**src/rtl/core/slir_pkg.sv**
```systemverilog
// ----------------------------------------------------------------------------
// slir_pkg
// Types and codes shared by the sorted list store controller and datapath.
// ----------------------------------------------------------------------------
`default_nettype none

package slir_pkg;

  localparam int unsigned ValueW  = 32;
  localparam int unsigned OpW     = 2;
  localparam int unsigned StatusW = 3;

  typedef enum logic [OpW-1:0] {
    OP_INSERT  = 2'd0,
    OP_REMOVE  = 2'd1,
    OP_READOUT = 2'd2,
    OP_NONE    = 2'd3
  } op_t;

  typedef enum logic [StatusW-1:0] {
    ST_INSERTED = 3'd0,
    ST_REMOVED  = 3'd1,
    ST_NOTFOUND = 3'd2,
    ST_EMPTY    = 3'd3,
    ST_ENTRY    = 3'd4,
    ST_FULL     = 3'd5
  } status_t;

  typedef enum logic [3:0] {
    S_IDLE,
    S_INS_CHK,
    S_INS_CMP,
    S_INS_PUT,
    S_REM_CHK,
    S_REM_CMP,
    S_SHF_CHK,
    S_SHF_MOV,
    S_RD_REQ,
    S_RD_CAP,
    S_OUT
  } state_t;

  typedef enum logic [2:0] {
    IDX_HOLD,
    IDX_CLR,
    IDX_SET_CNT,
    IDX_INC,
    IDX_DEC
  } idx_op_t;

  typedef enum logic [1:0] {
    CNT_HOLD,
    CNT_INC,
    CNT_DEC
  } cnt_op_t;

  typedef enum logic [1:0] {
    WR_NONE,
    WR_UP,    // mem[idx]   <= read data
    WR_PUT,   // mem[idx]   <= held value
    WR_DOWN   // mem[idx-1] <= read data
  } wr_op_t;

  typedef struct packed {
    logic    load;
    idx_op_t idx_op;
    cnt_op_t cnt_op;
    logic    rd_en;
    logic    rd_prev;   // read at idx-1 instead of idx
    wr_op_t  wr_op;
    logic    out_set;
    logic    out_entry; // result carries read data and end-of-list flag
    status_t out_status;
  } dp_cmd_t;

  typedef struct packed {
    logic full;
    logic cnt_zero;
    logic idx_zero;
    logic idx_at_cnt;
    logic rd_gt;
    logic rd_eq;
    logic out_last;
  } dp_stat_t;

endpackage

`default_nettype wire

```
**src/rtl/core/slir_ram.sv**
```systemverilog
// ----------------------------------------------------------------------------
// slir_ram
// Generic single write port, single read port RAM with registered read.
// ----------------------------------------------------------------------------
`default_nettype none

module slir_ram #(
  parameter int unsigned WIDTH = 32,
  parameter int unsigned DEPTH = 16
) (
  input  wire logic                     clk,
  input  wire logic                     we,
  input  wire logic [$clog2(DEPTH)-1:0] waddr,
  input  wire logic [WIDTH-1:0]         wdata,
  input  wire logic                     re,
  input  wire logic [$clog2(DEPTH)-1:0] raddr,
  output logic      [WIDTH-1:0]         rdata
);

  logic [WIDTH-1:0] mem_r [DEPTH];

  always_ff @(posedge clk) begin
    if (we) begin
      mem_r[waddr] <= wdata;
    end
    if (re) begin
      rdata <= mem_r[raddr];
    end
  end

endmodule

`default_nettype wire

```
**src/rtl/core/slir_datapath.sv**
```systemverilog
// ----------------------------------------------------------------------------
// slir_datapath
// Entry store, scan index, entry count, held operand and result registers.
// ----------------------------------------------------------------------------
`default_nettype none

module slir_datapath #(
  parameter int unsigned CAPACITY = 16
) (
  input  wire logic                          clk,
  input  wire logic                          rst_n,
  input  wire slir_pkg::dp_cmd_t             cmd,
  input  wire logic [slir_pkg::ValueW-1:0]   in_value,
  output slir_pkg::dp_stat_t                 stat,
  output logic [slir_pkg::StatusW-1:0]       out_status,
  output logic [slir_pkg::ValueW-1:0]        out_value,
  output logic                               out_last
);

  import slir_pkg::*;

  localparam int unsigned AW = (CAPACITY > 1) ? $clog2(CAPACITY) : 1;
  localparam int unsigned CW = $clog2(CAPACITY + 1);
  localparam logic [CW-1:0] CapC = CW'(CAPACITY);
  localparam logic [CW-1:0] OneC = CW'(1);

  logic [CW-1:0]     idx_r, idx_nxt;
  logic [CW-1:0]     cnt_r, cnt_nxt;
  logic [ValueW-1:0] value_r;
  logic [CW-1:0]     idx_m1;
  logic [CW-1:0]     idx_p1;
  logic [ValueW-1:0] rdata;
  logic              we;
  logic [AW-1:0]     waddr;
  logic [ValueW-1:0] wdata;
  logic [AW-1:0]     raddr;
  logic [StatusW-1:0] status_r;
  logic [ValueW-1:0] res_value_r;
  logic              res_last_r;

  assign idx_m1 = idx_r - OneC;
  assign idx_p1 = idx_r + OneC;

  always_comb begin
    idx_nxt = idx_r;
    case (cmd.idx_op)
      IDX_CLR:     idx_nxt = '0;
      IDX_SET_CNT: idx_nxt = cnt_r;
      IDX_INC:     idx_nxt = idx_p1;
      IDX_DEC:     idx_nxt = idx_m1;
      default:     idx_nxt = idx_r;
    endcase
  end

  always_comb begin
    cnt_nxt = cnt_r;
    case (cmd.cnt_op)
      CNT_INC: cnt_nxt = cnt_r + OneC;
      CNT_DEC: cnt_nxt = cnt_r - OneC;
      default: cnt_nxt = cnt_r;
    endcase
  end

  always_ff @(posedge clk) begin
    if (!rst_n) begin
      cnt_r <= '0;
      idx_r <= '0;
    end else begin
      cnt_r <= cnt_nxt;
      idx_r <= idx_nxt;
    end
  end

  always_ff @(posedge clk) begin
    if (cmd.load) begin
      value_r <= in_value;
    end
    if (cmd.out_set) begin
      status_r    <= cmd.out_status;
      res_value_r <= cmd.out_entry ? rdata : '0;
      res_last_r  <= cmd.out_entry ? (idx_p1 == cnt_r) : 1'b1;
    end
  end

  always_comb begin
    we    = 1'b0;
    waddr = idx_r[AW-1:0];
    wdata = rdata;
    case (cmd.wr_op)
      WR_UP: begin
        we = 1'b1;
      end
      WR_PUT: begin
        we    = 1'b1;
        wdata = value_r;
      end
      WR_DOWN: begin
        we    = 1'b1;
        waddr = idx_m1[AW-1:0];
      end
      default: we = 1'b0;
    endcase
  end

  assign raddr = cmd.rd_prev ? idx_m1[AW-1:0] : idx_r[AW-1:0];

  slir_ram #(
    .WIDTH(ValueW),
    .DEPTH(CAPACITY)
  ) u_ram (
    .clk  (clk),
    .we   (we),
    .waddr(waddr),
    .wdata(wdata),
    .re   (cmd.rd_en),
    .raddr(raddr),
    .rdata(rdata)
  );

  assign stat.full       = (cnt_r >= CapC);
  assign stat.cnt_zero   = (cnt_r == '0);
  assign stat.idx_zero   = (idx_r == '0);
  assign stat.idx_at_cnt = (idx_r == cnt_r);
  assign stat.rd_gt      = ($signed(rdata) > $signed(value_r));
  assign stat.rd_eq      = (rdata == value_r);
  assign stat.out_last   = res_last_r;

  assign out_status = status_r;
  assign out_value  = res_value_r;
  assign out_last   = res_last_r;

endmodule

`default_nettype wire

```
**src/rtl/core/slir_ctrl.sv**
```systemverilog
// ----------------------------------------------------------------------------
// slir_ctrl
// Sequencer for insert, remove and readout over the entry store.
// ----------------------------------------------------------------------------
`default_nettype none

module slir_ctrl (
  input  wire logic                      clk,
  input  wire logic                      rst_n,
  input  wire logic                      in_valid,
  input  wire logic [slir_pkg::OpW-1:0]  in_op,
  output logic                           in_ready,
  output logic                           out_valid,
  input  wire logic                      out_ready,
  input  wire slir_pkg::dp_stat_t        stat,
  output slir_pkg::dp_cmd_t              cmd
);

  import slir_pkg::*;

  state_t state_r, state_nxt;
  logic   accept;
  op_t    op;

  assign op     = op_t'(in_op);
  assign accept = in_valid && rst_n && (state_r == S_IDLE);

  always_ff @(posedge clk) begin
    if (!rst_n) begin
      state_r <= S_IDLE;
    end else begin
      state_r <= state_nxt;
    end
  end

  always_comb begin
    state_nxt = state_r;
    unique case (state_r)
      S_IDLE: begin
        if (accept) begin
          unique case (op)
            OP_INSERT:  state_nxt = stat.full ? S_OUT : S_INS_CHK;
            OP_REMOVE:  state_nxt = S_REM_CHK;
            OP_READOUT: state_nxt = stat.cnt_zero ? S_OUT : S_RD_REQ;
            default:    state_nxt = S_IDLE;
          endcase
        end
      end
      S_INS_CHK: state_nxt = stat.idx_zero ? S_INS_PUT : S_INS_CMP;
      S_INS_CMP: state_nxt = stat.rd_gt ? S_INS_CHK : S_INS_PUT;
      S_INS_PUT: state_nxt = S_OUT;
      S_REM_CHK: state_nxt = stat.idx_at_cnt ? S_OUT : S_REM_CMP;
      S_REM_CMP: state_nxt = stat.rd_eq ? S_SHF_CHK : S_REM_CHK;
      S_SHF_CHK: state_nxt = stat.idx_at_cnt ? S_OUT : S_SHF_MOV;
      S_SHF_MOV: state_nxt = S_SHF_CHK;
      S_RD_REQ:  state_nxt = S_RD_CAP;
      S_RD_CAP:  state_nxt = S_OUT;
      S_OUT: begin
        if (out_ready) begin
          state_nxt = stat.out_last ? S_IDLE : S_RD_REQ;
        end
      end
      default:   state_nxt = S_IDLE;
    endcase
  end

  always_comb begin
    cmd            = '0;
    cmd.idx_op     = IDX_HOLD;
    cmd.cnt_op     = CNT_HOLD;
    cmd.wr_op      = WR_NONE;
    cmd.out_status = ST_INSERTED;
    in_ready       = 1'b0;
    out_valid      = 1'b0;
    unique case (state_r)
      S_IDLE: begin
        in_ready = rst_n;
        cmd.load = accept;
        if (accept) begin
          unique case (op)
            OP_INSERT: begin
              if (stat.full) begin
                cmd.out_set    = 1'b1;
                cmd.out_status = ST_FULL;
              end else begin
                cmd.idx_op = IDX_SET_CNT;
              end
            end
            OP_REMOVE: cmd.idx_op = IDX_CLR;
            OP_READOUT: begin
              if (stat.cnt_zero) begin
                cmd.out_set    = 1'b1;
                cmd.out_status = ST_EMPTY;
              end else begin
                cmd.idx_op = IDX_CLR;
              end
            end
            default: cmd.load = 1'b0;
          endcase
        end
      end
      S_INS_CHK: begin
        cmd.rd_en   = !stat.idx_zero;
        cmd.rd_prev = 1'b1;
      end
      S_INS_CMP: begin
        if (stat.rd_gt) begin
          cmd.wr_op  = WR_UP;
          cmd.idx_op = IDX_DEC;
        end
      end
      S_INS_PUT: begin
        cmd.wr_op      = WR_PUT;
        cmd.cnt_op     = CNT_INC;
        cmd.out_set    = 1'b1;
        cmd.out_status = ST_INSERTED;
      end
      S_REM_CHK: begin
        if (stat.idx_at_cnt) begin
          cmd.out_set    = 1'b1;
          cmd.out_status = ST_NOTFOUND;
        end else begin
          cmd.rd_en = 1'b1;
        end
      end
      S_REM_CMP: cmd.idx_op = IDX_INC;
      S_SHF_CHK: begin
        if (stat.idx_at_cnt) begin
          cmd.cnt_op     = CNT_DEC;
          cmd.out_set    = 1'b1;
          cmd.out_status = ST_REMOVED;
        end else begin
          cmd.rd_en = 1'b1;
        end
      end
      S_SHF_MOV: begin
        cmd.wr_op  = WR_DOWN;
        cmd.idx_op = IDX_INC;
      end
      S_RD_REQ: cmd.rd_en = 1'b1;
      S_RD_CAP: begin
        cmd.out_set    = 1'b1;
        cmd.out_entry  = 1'b1;
        cmd.out_status = ST_ENTRY;
        cmd.idx_op     = IDX_INC;
      end
      S_OUT: out_valid = 1'b1;
      default: cmd.load = 1'b0;
    endcase
  end

endmodule

`default_nettype wire

```
**src/rtl/core/sorted_list_insert_remove_top.sv**
```systemverilog
// ----------------------------------------------------------------------------
// sorted_list_insert_remove_top
// Bounded sorted store of signed 32-bit values with insert, remove, readout.
//
// Input channel (in_*): in_tuser carries the opcode (insert, remove, readout),
// in_tdata the value. An opcode of three is taken and dropped without result.
// Result channel (out_*): out_tuser is the status, out_tdata the entry value
// (zero unless the status is entry), out_tlast marks the final result of an
// item. Insert and remove give one result; readout gives one per entry, or
// one list-empty result.
// One item at a time: in_tready is high only while the sequencer is idle and
// out of reset.
// The RAM read is registered, so each scan step is a read state followed by
// a compare or move state. Insert scans down from the end, moving each larger
// entry up; remove searches from the front, then moves later entries down; a
// refused insert or an empty readout goes straight to the result. Readout
// reads the entries in order from the front. Results wait in a register
// until taken; the sequencer holds while out_tready is low. Reset empties the
// store at once; no clearing pass is needed.
// ----------------------------------------------------------------------------
`default_nettype none

module sorted_list_insert_remove_top #(
  parameter int unsigned CAPACITY = 16
) (
  input  wire logic        clk,
  input  wire logic        rst_n,
  input  wire logic        in_tvalid,
  output logic             in_tready,
  input  wire logic [31:0] in_tdata,   // [31:0] value
  input  wire logic [1:0]  in_tuser,   // [1:0] opcode
  output logic             out_tvalid,
  input  wire logic        out_tready,
  output logic [31:0]      out_tdata,  // [31:0] entry_value
  output logic [2:0]       out_tuser,  // [2:0] status
  output logic             out_tlast
);

  import slir_pkg::*;

  dp_cmd_t  cmd;
  dp_stat_t stat;

  slir_ctrl u_ctrl (
    .clk      (clk),
    .rst_n    (rst_n),
    .in_valid (in_tvalid),
    .in_op    (in_tuser),
    .in_ready (in_tready),
    .out_valid(out_tvalid),
    .out_ready(out_tready),
    .stat     (stat),
    .cmd      (cmd)
  );

  slir_datapath #(
    .CAPACITY(CAPACITY)
  ) u_datapath (
    .clk       (clk),
    .rst_n     (rst_n),
    .cmd       (cmd),
    .in_value  (in_tdata),
    .stat      (stat),
    .out_status(out_tuser),
    .out_value (out_tdata),
    .out_last  (out_tlast)
  );

endmodule

`default_nettype wire

```
**config.mk**
```make
export PLATFORM = sky130hd
export DESIGN_NAME = sorted_list_insert_remove_top
export DESIGN_NICKNAME = d
export VERILOG_FILES = /design/src/rtl/core/slir_pkg.sv /design/src/rtl/core/slir_ram.sv /design/src/rtl/core/slir_datapath.sv /design/src/rtl/core/slir_ctrl.sv /design/src/rtl/core/sorted_list_insert_remove_top.sv
export SDC_FILE = /design/constraint.sdc
export NUM_CORES = 1
export LEC_CHECK = 0
export BUFFER_PORTS_ARGS = -buffer_cell sky130_fd_sc_hd__buf_2
export CAP_MARGIN = 10
export CORE_MARGIN = 4
export CORE_UTILIZATION = 45
export DETAILED_ROUTE_END_ITERATION = 10
export PLACE_DENSITY = 0.64
export SYNTH_ARGS = -nofsm -noshare
export SYNTH_HDL_FRONTEND = slang
export SYNTH_SLANG_ARGS = --single-unit
```
**constraint.sdc**
```tcl
create_clock -name clk -period 4.17 [get_ports clk]
set_input_delay 0.2085 -clock clk [delete_from_list [all_inputs] [get_ports clk]]
set_output_delay 0.2085 -clock clk [all_outputs]
set_load 0.01 [all_outputs]
```
==> flow_metrics.py <==
metrics = {
    "timing": {
        "fin_setup_tns_ns": 0,
        "rsz_0062_raised_after_global_routing": "no",
        "finalCriticalPeriod_ns": 4.01,
        "relSlewSlack": 0.268,
        "setup_viol": 0,
        "final_hold_viol_count": 0,
        "finalCritPeriodShare": 0.962,
        "report.final.slew_viol_count": 0,
        "worst_clock_skew_ns": 0.0305,
        "achievable-frequency_ghz": 0.249,
        "worst_pin_slew_ns": 1.09,
    },
    "routing": {
        "vias_per_cell": 5.66,
        "drt_pass1_iterations": 5,
        "drc_errors": 0,
        "route.vias.total": 12900,
        "wirelength_um": 57200,
        "wl_per_cell_um": 25.1,
        "dr.first_iter.drc_count": 1286,
        "postRouteAntennaNets": 0,
    },
    "worst_setup_path": {
        "cp.required_ns": 4.49,
        "timing.critical_path.fanout_max": 21,
        "cell_by_cell_trace_of_the_critical_path": "ha_1 > nand4_1 > nor4_1 > nand3_1 > nor3b_1 > or4b_2 > nand2_1 > buf_4 > o221a_2 > buf_12",
        "worstSetupStartpointType": "register",
        "cpPeakStageDelay_ns": 0.78,
        "critical_path.endpoint_type": "register",
        "critical_path_arrival_ns": 4.34,
        "timing.rr.end": "u_datapath.u_ram.mem_r[13][18]",
        "path_delay_family": "simple AND/OR/NAND/NOR gates",
        "criticalPathCategory": "register to register",
        "worst-r2r-setup-slack_ns": 0.16,
        "slowest_stage": "sky130_fd_sc_hd__nor4_1",
        "r2r-start": "u_datapath.u_ram.rdata[31]",
        "reg2reg_depth": 10,
        "timing.critical_path.buf_inv": 2,
    },
    "synth": {
        "ys_seq_elements": 626,
        "synthesis.yosys.warnings": 0,
        "yosys.cell_types.count": 58,
        "synth_area_per_cell_sq_um": 19.7,
        "synth_edf_count": 612,
        "synth_largest_area_cell": "sky130_fd_sc_hd__edfxtp_1",
        "synthFlopType": "sky130_fd_sc_hd__edfxtp_1",
        "post_synth_main_area_contributors": "sky130_fd_sc_hd__edfxtp_1, sky130_fd_sc_hd__mux4_2, sky130_fd_sc_hd__ha_1",
        "syn_nets": 1357,
        "synth_sequential_area_ratio": 0.739,
        "post_synth_inst_count": 1279,
        "synthArstFlopShare": 0,
        "syn_area_sq_um": 25200,
        "post-synth-top-area-fraction": 0.728,
    },
    "place": {
        "dp.cells": 2123,
        "place.detailed.hpwl_um": 33400,
        "routabilityCongestion": 0.818,
        "portBuffers": 75,
    },
    "clock_tree": {
        "numClockSinks": 626,
        "insertion_delay_ns": 0.60,
        "cts_setup_buffers": 0,
        "clock-root-buffer": "sky130_fd_sc_hd__clkbuf_16",
        "cts_buffer_depth": 3,
        "ctsHtreeMaxLevel": 3,
        "clkTransAtPathRegs_ns": 0.06,
        "cts_tree": "done",
        "cts-buffers-inserted": 66,
    },
    "hold_path": {
        "hold-path-endpoint": "u_ctrl.state_r[2]",
        "holdCritStartpoint": "in_tuser[0]",
        "holdPathStages": 4,
        "worstHoldPathType": "primary input to register",
    },
    "floorplanning": {
        "start_util": 0.457,
        "fp.dieArea_sq_um": 60000,
        "die_width_um": 245,
        "design.core.area_sq_um": 55300,
        "fp-row-count": 86,
        "die_y_um": 245,
        "boundary_pins": 76,
    },
    "final_layout": {
        "antennaDiodeCount": 0,
        "num-fill-cells": 4344,
        "final-seq-area_sq_um": 18700,
        "final_nets": 1557,
        "flow.area_growth_from_synthesis_pct": 17.6,
        "multi_input_comb_area_sq_um": 6210,
        "layout_cell_share_with_drive_strength_beyond_1": 0.289,
        "final_cell_count_without_fillers": 2278,
        "final_util": 0.537,
    },
    "pwr": {
        "total_power_uw": 16700,
        "power_leakage_uw": 0.0100,
        "powerDensity_nw_per_um2": 562,
        "irDropWorstVdd_mv": 0.522,
    },
    "global_route": {
        "grt_antenna_before_repair": 0,
        "grt_usage": 0.193,
        "grt_first_pass_wirelength_um": 85900,
        "grt_start_max_net_pins": 74,
        "first_global_vias": 13100,
        "overflow": 0,
    },
    "run": {
        "drv_cap": 0,
    },
    "run_status": {
        "run_status": "finished, final reports clean",
    },
}
[worst max path at each step]
stage / from / end / depth (start not counted)
after floorplan: u_datapath.idx_r[0] / u_datapath.u_ram.rdata[0] / 5
after detailed placement: u_datapath.u_ram.rdata[31] / u_datapath.u_ram.mem_r[13][1] / 10
after global routing: u_datapath.u_ram.rdata[31] / u_datapath.u_ram.mem_r[13][10] / 10
after CTS: u_datapath.u_ram.rdata[31] / u_datapath.u_ram.mem_r[13][18] / 10
after global placement: u_datapath.u_ram.rdata[31] / u_datapath.u_ram.mem_r[13][8] / 10
final: u_datapath.u_ram.rdata[31] / u_datapath.u_ram.mem_r[13][18] / 10
[cells by family (layout without fill, tap and decap cells)]
group           after synthesis  in the layout  share of synthesized area
flops                       626            626                      0.739
compound gates              131            131                     0.0337
fa+ha+maj                    40             40                     0.0201
buf+inv                     109            360                     0.0186
mux                         160            160                      0.143
simple gates                190            190                     0.0379
xor+xnor                     23             23                    0.00798
[metal layers]
layer	vias to the layer above	GRT usage	share of wire
met5	-	0	0
met4	0	0.0529	0.018
met3	70	0.0332	0.061
met2	436	0.308	0.49
met1	6762	0.280	0.44
li1	5626	-	-
[worst min-delay path, cell delays in order]
cell,delay [ns]
sky130_fd_sc_hd__buf_2,0.16
sky130_fd_sc_hd__nand2b_1,0.09
sky130_fd_sc_hd__or4_1,0.10
sky130_fd_sc_hd__a21oi_1,0.05
[metrics by stage]
| step | area (sq um) | setup WS, ns | hold WS [ns] |
|---|---|---|---|
| after floorplan | 25200 | 0.254 | 0.307 |
| after global placement | 27200 | 0.245 | 0.385 |
| after detailed placement | 27200 | 0.195 | 0.387 |
| after CTS | 29700 | 0.144 | 0.0108 |
| after global routing | 29700 | 0.00746 | 0.0609 |
| final | 29700 | 0.157 | 0.0575 |
[synthesized netlist by cell type, types with 2 or more instances]
cell	number
sky130_fd_sc_hd__clkinv_1	2
sky130_fd_sc_hd__ha_1	39
sky130_fd_sc_hd__edfxtp_1	612
sky130_fd_sc_hd__o221a_2	8
sky130_fd_sc_hd__a211oi_1	2
sky130_fd_sc_hd__buf_2	7
sky130_fd_sc_hd__a21boi_0	2
sky130_fd_sc_hd__and3_1	5
sky130_fd_sc_hd__xnor2_1	12
sky130_fd_sc_hd__dfxtp_1	14
sky130_fd_sc_hd__or3_1	5
sky130_fd_sc_hd__nand2b_1	4
sky130_fd_sc_hd__a41oi_1	4
sky130_fd_sc_hd__mux4_2	160
sky130_fd_sc_hd__clkbuf_1	43
sky130_fd_sc_hd__nor2_1	34
sky130_fd_sc_hd__or4_1	4
sky130_fd_sc_hd__a221oi_1	2
sky130_fd_sc_hd__inv_1	42
sky130_fd_sc_hd__o211ai_1	4
sky130_fd_sc_hd__a31oi_1	4
sky130_fd_sc_hd__o21ai_0	49
sky130_fd_sc_hd__o22ai_1	4
sky130_fd_sc_hd__o211a_1	8
sky130_fd_sc_hd__nand2_1	61
sky130_fd_sc_hd__nor3b_1	2
sky130_fd_sc_hd__buf_4	12
sky130_fd_sc_hd__a21o_1	4
sky130_fd_sc_hd__nor2b_1	3
sky130_fd_sc_hd__nand3_1	11
sky130_fd_sc_hd__and2_1	32
sky130_fd_sc_hd__nand4_1	11
sky130_fd_sc_hd__o31ai_1	3
sky130_fd_sc_hd__nor4_1	3
sky130_fd_sc_hd__nor3_1	8
sky130_fd_sc_hd__a21oi_1	27
sky130_fd_sc_hd__xor2_1	11
[cell usage in the layout (no fill, tap or decap), drive strengths merged, types with 3 or more instances in the layout]
| master | Yosys | layout |
|---|---|---|
| a21o | 4 | 4 |
| a21oi | 27 | 27 |
| a31oi | 4 | 4 |
| a41oi | 4 | 4 |
| and2 | 32 | 32 |
| and3 | 5 | 5 |
| buf | 21 | 160 |
| bufinv | 0 | 7 |
| clkbuf | 43 | 78 |
| clkinv | 2 | 33 |
| dfxtp | 14 | 14 |
| dlygate4sd3 | 0 | 36 |
| edfxtp | 612 | 612 |
| ha | 39 | 39 |
| inv | 43 | 44 |
| mux4 | 160 | 160 |
| nand2 | 61 | 61 |
| nand2b | 4 | 4 |
| nand3 | 11 | 11 |
| nand4 | 11 | 11 |
| nor2 | 34 | 34 |
| nor2b | 3 | 3 |
| nor3 | 9 | 9 |
| nor4 | 3 | 3 |
| o211a | 8 | 8 |
| o211ai | 4 | 4 |
| o21ai | 49 | 49 |
| o221a | 8 | 8 |
| o22ai | 4 | 4 |
| o31ai | 3 | 3 |
| or3 | 5 | 5 |
| or4 | 4 | 4 |
| xnor2 | 12 | 12 |
| xor2 | 11 | 11 |
[layout make-up]
cell class / count / area share
multi-input combinational: 544 / 0.209
tap: 748 / 0.0315
clock inverter: 41 / 0.0140
clock buffer: 78 / 0.0579
timing repair buffer: 196 / 0.0530
sequential: 626 / 0.629
inverter: 45 / 0.00569
[flip-flops by register name, indices dropped and copies added (netlist names)]
| register | count |
|---|---|
| u_datapath.idx_r | 5 |
| u_datapath.out_last | 1 |
| u_datapath.out_status | 3 |
| u_datapath.u_ram.mem_r | 512 |
| u_datapath.value_r | 32 |
| u_ctrl.state_r | 4 |
| u_datapath.u_ram.rdata | 32 |
| u_datapath.cnt_r | 5 |
| u_datapath.out_value | 32 |
[power breakdown]
group	leakage [uW]	internal, uW	switching [uW]
logic	0.00337	1610	1810
clock network	0.00104	3390	2380
registers	0.00563	7380	101
total	0.0100	12400	4290
[timing repair]
action	CTS	global route
hold endpoints to repair	37	0
gates resized for setup	0	0
hold buffers	36	0
No activity file was read; power rests on OpenSTA's default activity.
